File: src/rtl/lz11_pkg.sv
// ----------------------------------------------------------------------------
// LZ11 decompressor package
// Shared constants, codes and types for the LZ11 stream decompressor.
// ----------------------------------------------------------------------------
`default_nettype none

package lz11_pkg;

  localparam int unsigned WinDepth          = 4096;
  localparam int unsigned WinAddrW          = $clog2(WinDepth);
  localparam int unsigned LengthBitsDefault = 24;
  localparam int unsigned RawLenW           = 24;
  localparam int unsigned TokLenW           = 17;

  // Length bias for the 3-byte and 4-byte token forms.
  localparam logic [TokLenW-1:0] Len8Bias  = TokLenW'(17'h00011);
  localparam logic [TokLenW-1:0] Len16Bias = TokLenW'(17'h00111);

  // Top nibble of a token's first byte that selects the long forms.
  localparam logic [3:0] NibLen8  = 4'h0;
  localparam logic [3:0] NibLen16 = 4'h1;
  localparam logic [3:0] LowNibMask = 4'hF;

  localparam logic OP_DATA  = 1'b0;
  localparam logic OP_DRAIN = 1'b1;

  typedef enum logic [1:0] {
    ST_OK          = 2'd0,
    ST_BAD_DIST    = 2'd1,
    ST_EARLY_END   = 2'd2,
    ST_NOT_ALLOWED = 2'd3
  } status_e;

  typedef enum logic [4:0] {
    PH_NONE      = 5'b00001,
    PH_DIST      = 5'b00010,
    PH_LEN8      = 5'b00100,
    PH_LEN16_HI  = 5'b01000,
    PH_LEN16_LO  = 5'b10000
  } phase_e;

  // Outcome of one accepted item, handed from the decoder to the datapath.
  typedef struct packed {
    logic                emit;
    logic                from_mem;
    logic [7:0]          lit_byte;
    logic                last;
    logic                copy_pending;
    status_e             status;
    logic [WinAddrW-1:0] rd_addr;
    logic [WinAddrW-1:0] wr_addr;
  } step_t;

endpackage

`default_nettype wire

File: src/rtl/lz11_ctrl.sv
// ----------------------------------------------------------------------------
// LZ11 token decoder
// Flag and token parsing, copy bookkeeping and error tracking for each item.
// ----------------------------------------------------------------------------
`default_nettype none

module lz11_ctrl import lz11_pkg::*; #(
  parameter int unsigned LENGTH_BITS = LengthBitsDefault
) (
  input  logic               clk_i,
  input  logic               rst_ni,
  input  logic               cfg_we_i,
  input  logic [RawLenW-1:0] cfg_raw_length_i,
  input  logic               accept_i,
  input  logic               opcode_i,
  input  logic [7:0]         in_byte_i,
  input  logic               in_last_i,
  output step_t              step_o
);

  localparam int unsigned CmpW = (LENGTH_BITS > WinAddrW) ? LENGTH_BITS : WinAddrW;

  logic [LENGTH_BITS-1:0] raw_len_q, raw_len_d;
  logic [LENGTH_BITS-1:0] produced_q, produced_d;
  logic [7:0]             flags_q, flags_d;
  logic [3:0]             flags_left_q, flags_left_d;
  phase_e                 phase_q, phase_d;
  logic [TokLenW-1:0]     tok_len_q, tok_len_d;
  logic [WinAddrW-1:0]    tok_dist_q, tok_dist_d;
  logic [TokLenW-1:0]     copy_rem_q, copy_rem_d;
  status_e                err_q, err_d;
  logic                   ended_q, ended_d;

  logic [LENGTH_BITS+RawLenW-1:0] cfg_ext;
  logic [LENGTH_BITS-1:0]         produced_inc;
  logic [CmpW-1:0]                prod_ext;
  logic [CmpW-1:0]                src_full;
  logic [3:0]                     nib;
  logic [WinAddrW-1:0]            dist_new;
  logic                           dist_bad;
  step_t                          step_d;

  assign cfg_ext      = {{LENGTH_BITS{1'b0}}, cfg_raw_length_i};
  assign raw_len_d    = cfg_ext[LENGTH_BITS-1:0];
  assign produced_inc = produced_q + 1'b1;
  assign prod_ext     = CmpW'(produced_q);
  assign src_full     = prod_ext - CmpW'(tok_dist_q) - CmpW'(1);
  assign nib          = in_byte_i[7:4];
  assign dist_new     = {tok_dist_q[3:0], in_byte_i};
  assign dist_bad     = CmpW'(dist_new) >= prod_ext;

  always_comb begin
    produced_d   = produced_q;
    flags_d      = flags_q;
    flags_left_d = flags_left_q;
    phase_d      = phase_q;
    tok_len_d    = tok_len_q;
    tok_dist_d   = tok_dist_q;
    copy_rem_d   = copy_rem_q;
    err_d        = err_q;
    ended_d      = ended_q;

    step_d              = '0;
    step_d.status       = ST_OK;
    step_d.lit_byte     = in_byte_i;
    step_d.rd_addr      = src_full[WinAddrW-1:0];
    step_d.wr_addr      = prod_ext[WinAddrW-1:0];

    if (err_q != ST_OK) begin
      step_d.status = err_q;
    end else if (opcode_i == OP_DRAIN) begin
      if (copy_rem_q == '0) begin
        step_d.status = ST_NOT_ALLOWED;
      end else begin
        step_d.emit     = 1'b1;
        step_d.from_mem = 1'b1;
        produced_d      = produced_inc;
        copy_rem_d      = copy_rem_q - 1'b1;
        if (produced_inc >= raw_len_q) begin
          copy_rem_d = '0;
        end
        if (copy_rem_d == '0 && ended_q && produced_inc < raw_len_q) begin
          err_d         = ST_EARLY_END;
          step_d.status = ST_EARLY_END;
        end
      end
    end else if (copy_rem_q != '0 || ended_q) begin
      step_d.status = ST_NOT_ALLOWED;
    end else begin
      if (in_last_i) begin
        ended_d = 1'b1;
      end
      // Once raw length is reached, further compressed bytes are dropped.
      if (produced_q < raw_len_q) begin
        unique case (phase_q)
          PH_NONE: begin
            if (flags_left_q == '0) begin
              flags_d      = in_byte_i;
              flags_left_d = 4'd8;
            end else begin
              flags_d      = {flags_q[6:0], 1'b0};
              flags_left_d = flags_left_q - 1'b1;
              if (!flags_q[7]) begin
                step_d.emit = 1'b1;
                produced_d  = produced_inc;
              end else if (nib == NibLen8) begin
                tok_len_d = {9'd0, in_byte_i[3:0] & LowNibMask, 4'd0};
                phase_d   = PH_LEN8;
              end else if (nib == NibLen16) begin
                tok_len_d = {1'b0, in_byte_i[3:0] & LowNibMask, 12'd0};
                phase_d   = PH_LEN16_HI;
              end else begin
                tok_len_d  = TokLenW'(nib) + TokLenW'(1);
                tok_dist_d = WinAddrW'(in_byte_i[3:0] & LowNibMask);
                phase_d    = PH_DIST;
              end
            end
          end
          PH_DIST: begin
            tok_dist_d = dist_new;
            phase_d    = PH_NONE;
            if (dist_bad) begin
              err_d         = ST_BAD_DIST;
              step_d.status = ST_BAD_DIST;
            end else begin
              copy_rem_d = tok_len_q;
            end
          end
          PH_LEN8: begin
            tok_len_d  = (tok_len_q | TokLenW'(nib)) + Len8Bias;
            tok_dist_d = WinAddrW'(in_byte_i[3:0] & LowNibMask);
            phase_d    = PH_DIST;
          end
          PH_LEN16_HI: begin
            tok_len_d = tok_len_q | {5'd0, in_byte_i, 4'd0};
            phase_d   = PH_LEN16_LO;
          end
          PH_LEN16_LO: begin
            tok_len_d  = (tok_len_q | TokLenW'(nib)) + Len16Bias;
            tok_dist_d = WinAddrW'(in_byte_i[3:0] & LowNibMask);
            phase_d    = PH_DIST;
          end
          default: begin
            phase_d = PH_NONE;
          end
        endcase
      end
      if (in_last_i && err_d == ST_OK) begin
        if (phase_d != PH_NONE || (copy_rem_d == '0 && produced_d < raw_len_q)) begin
          err_d         = ST_EARLY_END;
          step_d.status = ST_EARLY_END;
          copy_rem_d    = '0;
        end
      end
    end

    if (err_d != ST_OK) begin
      copy_rem_d = '0;
    end
    step_d.copy_pending = (copy_rem_d != '0);
    step_d.last         = step_d.emit && (produced_d == raw_len_q);
  end

  assign step_o = step_d;

  always_ff @(posedge clk_i or negedge rst_ni) begin
    if (!rst_ni) begin
      raw_len_q <= '0;
    end else if (cfg_we_i) begin
      raw_len_q <= raw_len_d;
    end
  end

  always_ff @(posedge clk_i or negedge rst_ni) begin
    if (!rst_ni) begin
      produced_q   <= '0;
      flags_q      <= '0;
      flags_left_q <= '0;
      phase_q      <= PH_NONE;
      tok_len_q    <= '0;
      tok_dist_q   <= '0;
      copy_rem_q   <= '0;
      err_q        <= ST_OK;
      ended_q      <= 1'b0;
    end else if (accept_i) begin
      produced_q   <= produced_d;
      flags_q      <= flags_d;
      flags_left_q <= flags_left_d;
      phase_q      <= phase_d;
      tok_len_q    <= tok_len_d;
      tok_dist_q   <= tok_dist_d;
      copy_rem_q   <= copy_rem_d;
      err_q        <= err_d;
      ended_q      <= ended_d;
    end
  end

endmodule

`default_nettype wire

File: config.mk
export PLATFORM = sky130hd
export DESIGN_NAME = lz11_ctrl
export DESIGN_NICKNAME = d
export VERILOG_FILES = /design/src/rtl/lz11_pkg.sv /design/src/rtl/lz11_ctrl.sv
export SDC_FILE = /design/constraint.sdc
export NUM_CORES = 1
export LEC_CHECK = 0
export BUFFER_PORTS_ARGS = -buffer_cell sky130_fd_sc_hd__buf_4
export CAP_MARGIN = 5
export CORE_ASPECT_RATIO = 0.8
export CORE_MARGIN = 3
export CORE_UTILIZATION = 55
export DETAILED_ROUTE_END_ITERATION = 10
export PLACE_DENSITY_LB_ADDON = 0.08
export SYNTH_ARGS = -nofsm -noshare
export SYNTH_HDL_FRONTEND = slang
export SYNTH_SLANG_ARGS = --single-unit
export TNS_END_PERCENT = 5
File: constraint.sdc
create_clock -name clk_i -period 10.4 [get_ports clk_i]
set_clock_uncertainty 0.1 [all_clocks]
set_input_delay 2.08 -clock clk_i [delete_from_list [all_inputs] [get_ports clk_i]]
set_output_delay 2.08 -clock clk_i [all_outputs]
set_load 0.01 [all_outputs]
Word-level counts from Yosys, hierarchy flattened
Index checks and enable logic that the tools add are counted.
{"block": "totals", "regBits": 114, "input_bits": 38, "out_inout_bits": 38, "word_cells": 146}
{"block": "classes", "add_sub_neg": 8, "n_lt_le_gt_ge": 5, "eq_ne": 12, "mux": 81, "n_bitwise": 5, "reduce_logical": 25}
{"operator": "2-to-1 mux 17 bit", "count": 19}
{"operator": "2-to-1 mux 24 bit", "count": 11}
{"operator": "< comparator 24 bit", "count": 3}
{"operator": "one-hot mux 17 bit (4 select lines)", "count": 1}
{"operator": "logical NOT 17 bit", "count": 3}
{"operator": "2-to-1 mux 12 bit", "count": 4}
{"operator": "2-to-1 mux 2 bit", "count": 22}
{"operator": "one-hot mux 12 bit (3 select lines)", "count": 1}
{"operator": "nonzero test 17 bit", "count": 2}
{"operator": "2-to-1 mux 16 bit", "count": 2}
{"operator": "2-to-1 mux 5 bit", "count": 6}
{"operator": "adder 24 x 1 -> 24 bit (second input constant)", "count": 1}
{"operator": "== test 24 bit", "count": 1}
{"operator": "greater-or-equal comparator 12 x 24 -> 1 bit", "count": 1}
{"operator": "greater-or-equal comparator 24 bit", "count": 1}
{"operator": "adder 17 x 5 -> 17 bit (second input constant)", "count": 1}
{"operator": "adder 17 x 9 -> 17 bit (second input constant)", "count": 1}
{"operator": "bitwise OR 17 x 12 -> 17 bit", "count": 1}
{"operator": "bitwise OR 17 x 4 -> 17 bit", "count": 1}
{"operator": "subtractor 17 x 1 -> 17 bit (second input constant)", "count": 1}
{"operator": "one-hot mux 5 bit (3 select lines)", "count": 1}
{"operator": "2-to-1 mux 4 bit", "count": 3}
{"operator": "subtractor 12 x 1 -> 12 bit (second input constant)", "count": 1}
{"operator": "subtractor 12 bit", "count": 1}
{"operator": "other kinds (26)", "count": 47}

Logic depth before layout (Yosys ltp)
Gate-level depths: netlist (run 1).
{"block": "logic_depth", "ltp_word": 20, "ltp_mapped": 22, "depth_no_buf": 21}

Worst setup path before layout (run 1)
No wires, ideal clock.
{"block": "synth_path", "kind": "flip-flop to output port", "startpoint": "reg produced_q[1], in the netlist prod_ext[1]", "endpoint": "out step_o[26] in the netlist's numbering", "arrival_time_ns": 4.942, "required_time_ns": 8.220, "path_slack_ns": 3.278, "path_stages_with_launch": 20, "n_path_buf": 1, "cell_sequence": "dfrtp_1 ha_1 nor2b_1 o211a_1 o31ai_1 o21ai_0 nor3_1 clkbuf_1 nand2_1 xnor2_1 ha_1 nand4_1 or2_2 a2111oi_0 a31oi_4 a21oi_2 o21ai_1 a211oi_1 and2_1 a2111o_1"}
{"item": "start, declared", "line": "lz11_ctrl.sv:24", "text": "logic [LENGTH_BITS-1:0] produced_q, produced_d;"}
{"item": "start signal, assigned", "line": "lz11_ctrl.sv:186", "text": "produced_q <= produced_d;"}
{"item": "end, declared", "line": "lz11_ctrl.sv:18", "text": "output step_t step_o"}

==> results.py, run 1 <==
metrics = {
    "global_route": {
        "grt_pass1_vias": 8661,
        "grtUsageTotal_pct": 30.88,
        "antenna_found_initial": 0,
        "grt_max_degree": 63,
        "grt_pass1_wl_um": 48580,
        "gr-total-overflow": 0,
    },
    "finish": {
        "fill_cells": 1557,
        "utilization_pct": 63.49,
        "final_common_cell": "nand2_1",
        "synthToLayoutAreaGrowth_pct": 11.38,
        "layout_common_cells": "nand2_1, dfrtp_1, nor2_1",
        "layout-drive-gt1-share_pct": 11.93,
        "antennaDiodeCount": 0,
        "multi_input_area_sq_um": 6576,
        "stdcell_area_sq_um": 11200,
        "seq_area_sq_um": 2854,
        "layout.nets": 1418,
    },
    "power": {
        "leakagePower_nw": 5.142,
        "p_comb_share_pct": 13.0,
        "p_clk_share_pct": 48.9,
        "p_int_mw": 0.8640,
        "p_sw_mw": 0.3472,
        "vdd_drop_max_mv": 0.07516,
        "powerDensity_nw_per_um2": 108.1,
        "netSwitchingFraction_pct": 28.67,
        "seqPwrFrac_pct": 38.1,
    },
    "sta": {
        "finalSetupViolCount": 0,
        "finalWorstSetupSlack_ps": 1245,
        "hold_violations": 0,
        "fin_tns_setup_ps": 0,
        "finalCritPeriodShare_pct": 88.03,
        "min_period_ps": 9155,
        "rsz0062_at_grt": "no",
        "max_clock_freq_mhz": 109.2,
        "worst_pin_slew_ps": 1077,
        "whs_ps": 373.6,
        "drv_slew": 0,
        "slew-limit-headroom_pct": 27.94,
    },
    "synthesis": {
        "synth_seq_area_share_pct": 28.37,
        "synth_cells": 1250,
        "yosysUniqueCellTypes": 81,
        "syn_avg_cell_area_sq_um": 8.048,
        "yosysWarnings": 0,
        "syn_area_sq_um": 10060,
        "synth-main-ff-cell": "dfrtp_1",
        "ys_seq_elements": 114,
        "synth-async-reset-ratio_pct": 100.0,
        "synth_edf_count": 0,
        "syn_nets": 1390,
    },
    "floorplan": {
        "row_count": 43,
        "fp.coreArea_sq_um": 17650,
        "die-area_sq_um": 19960,
        "dieHeight_um": 127.0,
        "die_width_um": 157.2,
        "initial_core_util_pct": 57.01,
        "ioPinCount": 76,
    },
    "setup_path": {
        "start_kind": "register",
        "critPathRequiredTime_ps": 8220,
        "crit_path_start": "prod_ext[5]$_DFFE_PN0P_",
        "worstReg2RegEnd": "copy_rem_q[15]$_DFFE_PN0P_",
        "arrival_ps": 6980,
        "worstRegToRegCells": 19,
        "reg2reg_from": "prod_ext[5]$_DFFE_PN0P_",
        "crit_fanout": 12,
        "cp-end-kind": "output pin",
        "regToRegSetupSlack_ps": 3790,
        "worstSetupPathType": "reg -> out",
    },
    "routing": {
        "num_vias": 9373,
        "ant_nets": 0,
        "detail_route.first_pass.iterations": 5,
        "drtIter0Drc": 939,
        "wl_per_cell_um": 19.80,
        "post-route-drc-count": 0,
        "vias_per_cell": 6.183,
        "routed_wirelength_um": 30020,
    },
    "placed_design": {
        "gp_congestion": 0.9624,
        "dp_hpwl_um": 22500,
        "port_buffers": 75,
        "pre_cts_slack_ps": 1932,
        "place_area_sq_um": 10620,
    },
    "min_path": {
        "min_to": "tok_dist_q[8]$_DFFE_PN0P_",
        "hold_class": "reg -> reg",
        "min_from": "tok_dist_q[8]$_DFFE_PN0P_",
        "whs_path_depth": 2,
    },
    "cts": {
        "clock-root-buffer": "clkbuf_16",
        "cts_tree": "yes",
        "cts.clk_slew.worst_paths_ps": 60,
        "ctsResizeCount": 0,
        "clockBufferDepth": 2,
        "hold_buffers": 0,
        "cts_setup_buffers": 0,
        "numClockSinks": 114,
        "cts_max_level": 4,
        "clock_latency_ps": 430,
        "cts_buffers": 17,
    },
    "status": {
        "status": "finished clean",
    },
    "flow_run": {
        "maxCapViolations": 0,
    },
}
worst max-delay path, cell delays in order, from the launching register on:
cell       delay (ps)
dfrtp_1           670
ha_1              340
a211oi_1          250
o21bai_1          160
a41oi_1           390
o21ai_0           280
nor3_1            660
buf_4             330
nand2_1           100
xnor2_1           130
ha_1              310
nand4_1           120
or2_2             370
a2111oi_0         800
a31oi_4           200
a21oi_2           220
o21ai_1            90
a211oi_1          560
and2_1            270
a2111o_1          150
buf_4             130
cells by family (layout without fill, tap and decap cells):
logic type      Yosys count  after routing  synth area share [%]
xor+xnor                118            118                 10.27
fa+ha+maj               102            102                 12.76
buf+inv                 149            190                 6.318
simple gates            456            456                 21.74
flops                   114            114                 28.37
compound gates          295            295                 18.81
mux                      16             16                 1.729
cell usage after synthesis (8+ instances only):
master    instances  area, sq um
nor3_1           26        130.1
a31oi_1          12        75.07
buf_4            20        150.1
clkbuf_1         51        191.4
nand3_1          45        225.2
nand4_1          24        150.1
or3_1             8        50.05
o21ai_0          92        460.4
ha_1            101         1264
a211oi_1         10        75.07
nand2_1         155        581.8
nor4_1           20        125.1
o31ai_1          11        82.58
nor2b_1           8        50.05
a21oi_1          75        375.4
dfrtp_1         113         2828
mux2_2           11        123.9
and3_1           15        93.84
a21o_1           19        142.6
xor2_1           35        306.5
nor2_1          106        397.9
inv_1            73        274.0
xnor2_1          83        727.0
stage by stage:
stage | power, mW | instances
2_1_floorplan | 0.5653 | 1250
3_3_place_gp | 0.6226 | 1484
3_5_place_dp | 0.6224 | 1484
4_1_cts | 1.216 | 1516
5_1_grt | 1.259 | 1516
6_report | 1.211 | 1516
sequential cells by signal, summed over array words and instances, names as in the netlist:
name          count
prod_ext         24
raw_len_q        24
copy_rem_q       17
tok_len_q        17
tok_dist_q       12
flags_q           8
phase_q           5
flags_left_q      4
err_q             2
ended_q           1
power groups by stage:
stage	Combinational [mW]	Sequential (mW)	Clock [mW]
2_1_floorplan	0.100	0.465	0
3_3_place_gp	0.154	0.469	0
3_5_place_dp	0.154	0.468	0
4_1_cts	0.156	0.461	0.600
5_1_grt	0.176	0.462	0.620
6_report	0.157	0.461	0.593
final cells by class:
| cell class | count | area share (%) |
|---|---|---|
| repair buffers | 84 | 5.628 |
| well taps | 225 | 2.513 |
| clock buffers | 17 | 3.797 |
| multi-input cells | 987 | 58.69 |
| inverters | 74 | 2.479 |
| clock inverters | 15 | 1.418 |
| flip-flops and latches | 114 | 25.47 |
layer usage:
metal	share of wire, %	up-vias	track usage (%)
met5	0	-	0
met4	1.2	0	6.429
met3	9.2	31	7.162
met2	41	433	43.09
met1	48	4436	48.38
li1	-	4473	-
how the worst max path moves through the flow:
stage	endpoint
final	step_o[26]
after global routing	step_o[26]
after CTS	step_o[26]
after detailed placement	step_o[26]
after global placement	step_o[26]
after floorplan	step_o[26]
Power figures use the tool's default switching activity.
==> run 2: changes to the inputs <==
CORE_UTILIZATION = 50   (was 55)
PLACE_DENSITY = 0.68   (was not set)
PLACE_DENSITY_LB_ADDON = not set   (was 0.08)
==> run 2 against run 1 <==
Against the previous run:
- fmax rose by 3.0%
- sequential share of layout area fell by 0.16 points
- combinational power barely moved
==> results.py, run 2 (synthesized netlist as in run 1, its figures left out) <==
metrics = {
    "sta": {
        "hold_violations": 0,
        "drv_slew": 0,
        "finalCritPeriodShare_pct": 85.51,
        "min_period_ps": 8893,
        "rsz0062_at_grt": "no",
        "slew-limit-headroom_pct": 18.11,
        "finalSetupViolCount": 0,
        "fin_tns_setup_ps": 0,
        "max_clock_freq_mhz": 112.5,
        "worst_pin_slew_ps": 1224,
    },
    "finish": {
        "seq_area_sq_um": 2854,
        "fill_cells": 1798,
        "stdcell_area_sq_um": 11280,
        "synthToLayoutAreaGrowth_pct": 12.10,
        "antennaDiodeCount": 0,
        "multi_input_area_sq_um": 6570,
        "layout_common_cells": "nand2_1, dfrtp_1, nor2_1",
        "layout.nets": 1418,
        "final_common_cell": "nand2_1",
        "layout-drive-gt1-share_pct": 11.85,
    },
    "placed_design": {
        "gp_congestion": 0.9747,
        "place_area_sq_um": 10660,
        "port_buffers": 75,
        "dp_hpwl_um": 22840,
    },
    "power": {
        "leakagePower_nw": 5.174,
        "vdd_drop_max_mv": 0.07984,
        "powerDensity_nw_per_um2": 111.0,
    },
    "setup_path": {
        "cp_slowest_cell": "nor3_1",
        "worstSetupPathType": "reg -> out",
        "cp-end-kind": "output pin",
        "crit_chain": "ha_1, a211oi_1, o21bai_1, a41oi_1, o21ai_0, nor3_1, buf_4, nand2_1, xnor2_1, ha_1, nand4_1, a221o_1, a2111oi_0, a31oi_4, a21oi_2, o21ai_1, a211oi_1, and2_1, a2111o_1, buf_4",
        "worstRegToRegCells": 19,
        "worstReg2RegEnd": "copy_rem_q[0]$_DFFE_PN0P_",
        "crit_fanout": 12,
        "regToRegSetupSlack_ps": 4060,
        "critPathRequiredTime_ps": 8220,
        "start_kind": "register",
        "cpPeakStageDelay_ps": 780,
        "reg2reg_from": "prod_ext[5]$_DFFE_PN0P_",
        "arrival_ps": 6710,
    },
    "routing": {
        "wl_met3_um": 2716,
        "routed_wirelength_um": 30550,
        "top_layer": "met4",
        "detail_route.first_pass.iterations": 7,
        "num_vias": 9435,
        "post-route-drc-count": 0,
        "wl_met2_um": 12220,
        "wl_per_cell_um": 19.72,
        "drtIter0Drc": 1129,
        "wl_met1_um": 15080,
        "vias_per_cell": 6.091,
        "ant_nets": 0,
    },
    "floorplan": {
        "dieHeight_um": 132.9,
        "row_count": 45,
        "initial_core_util_pct": 51.94,
        "fp.coreArea_sq_um": 19370,
        "die_width_um": 164.6,
        "die-area_sq_um": 21870,
        "ioPinCount": 76,
    },
    "cts": {
        "ctsResizeCount": 0,
        "clockBufferDepth": 2,
        "cts_max_level": 4,
        "cts_tree": "yes",
        "cts_setup_buffers": 0,
        "clock-root-buffer": "clkbuf_16",
        "hold_buffers": 0,
        "numClockSinks": 114,
        "cts_buffers": 17,
        "cts.clk_slew.worst_paths_ps": 60,
        "clock_latency_ps": 430,
    },
    "status": {
        "status": "finished clean",
    },
    "global_route": {
        "grt_max_degree": 65,
        "grtUsageTotal_pct": 28.45,
        "gr-total-overflow": 0,
        "grt_pass1_vias": 8813,
        "grt_pass1_wl_um": 48920,
        "antenna_found_initial": 0,
    },
    "min_path": {
        "hold_class": "reg -> reg",
        "whs_path_depth": 2,
        "min_to": "tok_dist_q[10]$_DFFE_PN0P_",
        "min_from": "tok_dist_q[10]$_DFFE_PN0P_",
    },
    "flow_run": {
        "maxCapViolations": 0,
    },
}
[run 2: cell count changes in the layout (fill, tap and decap cells not counted), sizes merged]
cell,previous run,this run
bufinv,2,3
clkinv,4,5
clkinvlp,6,1
inv,77,80
[run 2: area by class of cell]
| class | count | share of cell area (%) |
|---|---|---|
| Clock buffer | 17 | 3.772 |
| Multi-Input combinational cell | 987 | 58.26 |
| Clock inverter | 15 | 1.742 |
| Inverter | 74 | 2.463 |
| Sequential cell | 114 | 25.31 |
| Timing Repair Buffer | 84 | 5.592 |
| Tap cell | 258 | 2.863 |
[run 2: report_power, final]
group,total (mW),switching [mW],leakage [nW],internal (mW)
logic,0.159,0.102,3.37,0.0575
clock network,0.632,0.248,0.301,0.384
registers,0.460,0.00752,1.50,0.453
total,1.25,0.358,5.17,0.894
[run 2: how the worst max path moves through the flow]
stage / cells after the start / from / to
after floorplan: 19 / prod_ext[1]$_DFFE_PN0P_ / step_o[26]
after global placement: 20 / prod_ext[0]$_DFFE_PN0P_ / step_o[26]
after detailed placement: 20 / prod_ext[5]$_DFFE_PN0P_ / step_o[26]
after CTS: 20 / prod_ext[5]$_DFFE_PN0P_ / step_o[26]
after global routing: 20 / prod_ext[5]$_DFFE_PN0P_ / step_o[26]
final: 20 / prod_ext[5]$_DFFE_PN0P_ / step_o[26]
[run 2: per-layer routing]
metal | up-vias | GRT usage [%]
met1 | 4481 | 45.02
met3 | 46 | 6.166
li1 | 4486 | -
met4 | 0 | 6.986
met2 | 422 | 38.69
met5 | - | 0
[run 2: critical path, delay by kind of cell (launching register included)]
family                     cells  cell delay (ps)
adders and majority gates      2              650
AOI/OAI and AO/OA             11             3220
DFF                            1              620
xor gates and xnor gates       1              170
buffers and inverters          2              440
and+or+nand+nor                4             1200
[run 2: per-stage QoR]
stage               hold WS (ps)  total power [mW]  util, %  instances  setup slack [ps]
floorplan                  338.7            0.5653        -       1250              3278
global placement           352.8            0.6231    55.01       1517              2269
detailed placement         355.3            0.6240    55.01       1517              2152
CTS                        375.6             1.255    58.22       1549              1654
global route               411.2             1.297    58.22       1549             977.6
finish                     373.8             1.252    58.22       1549              1507
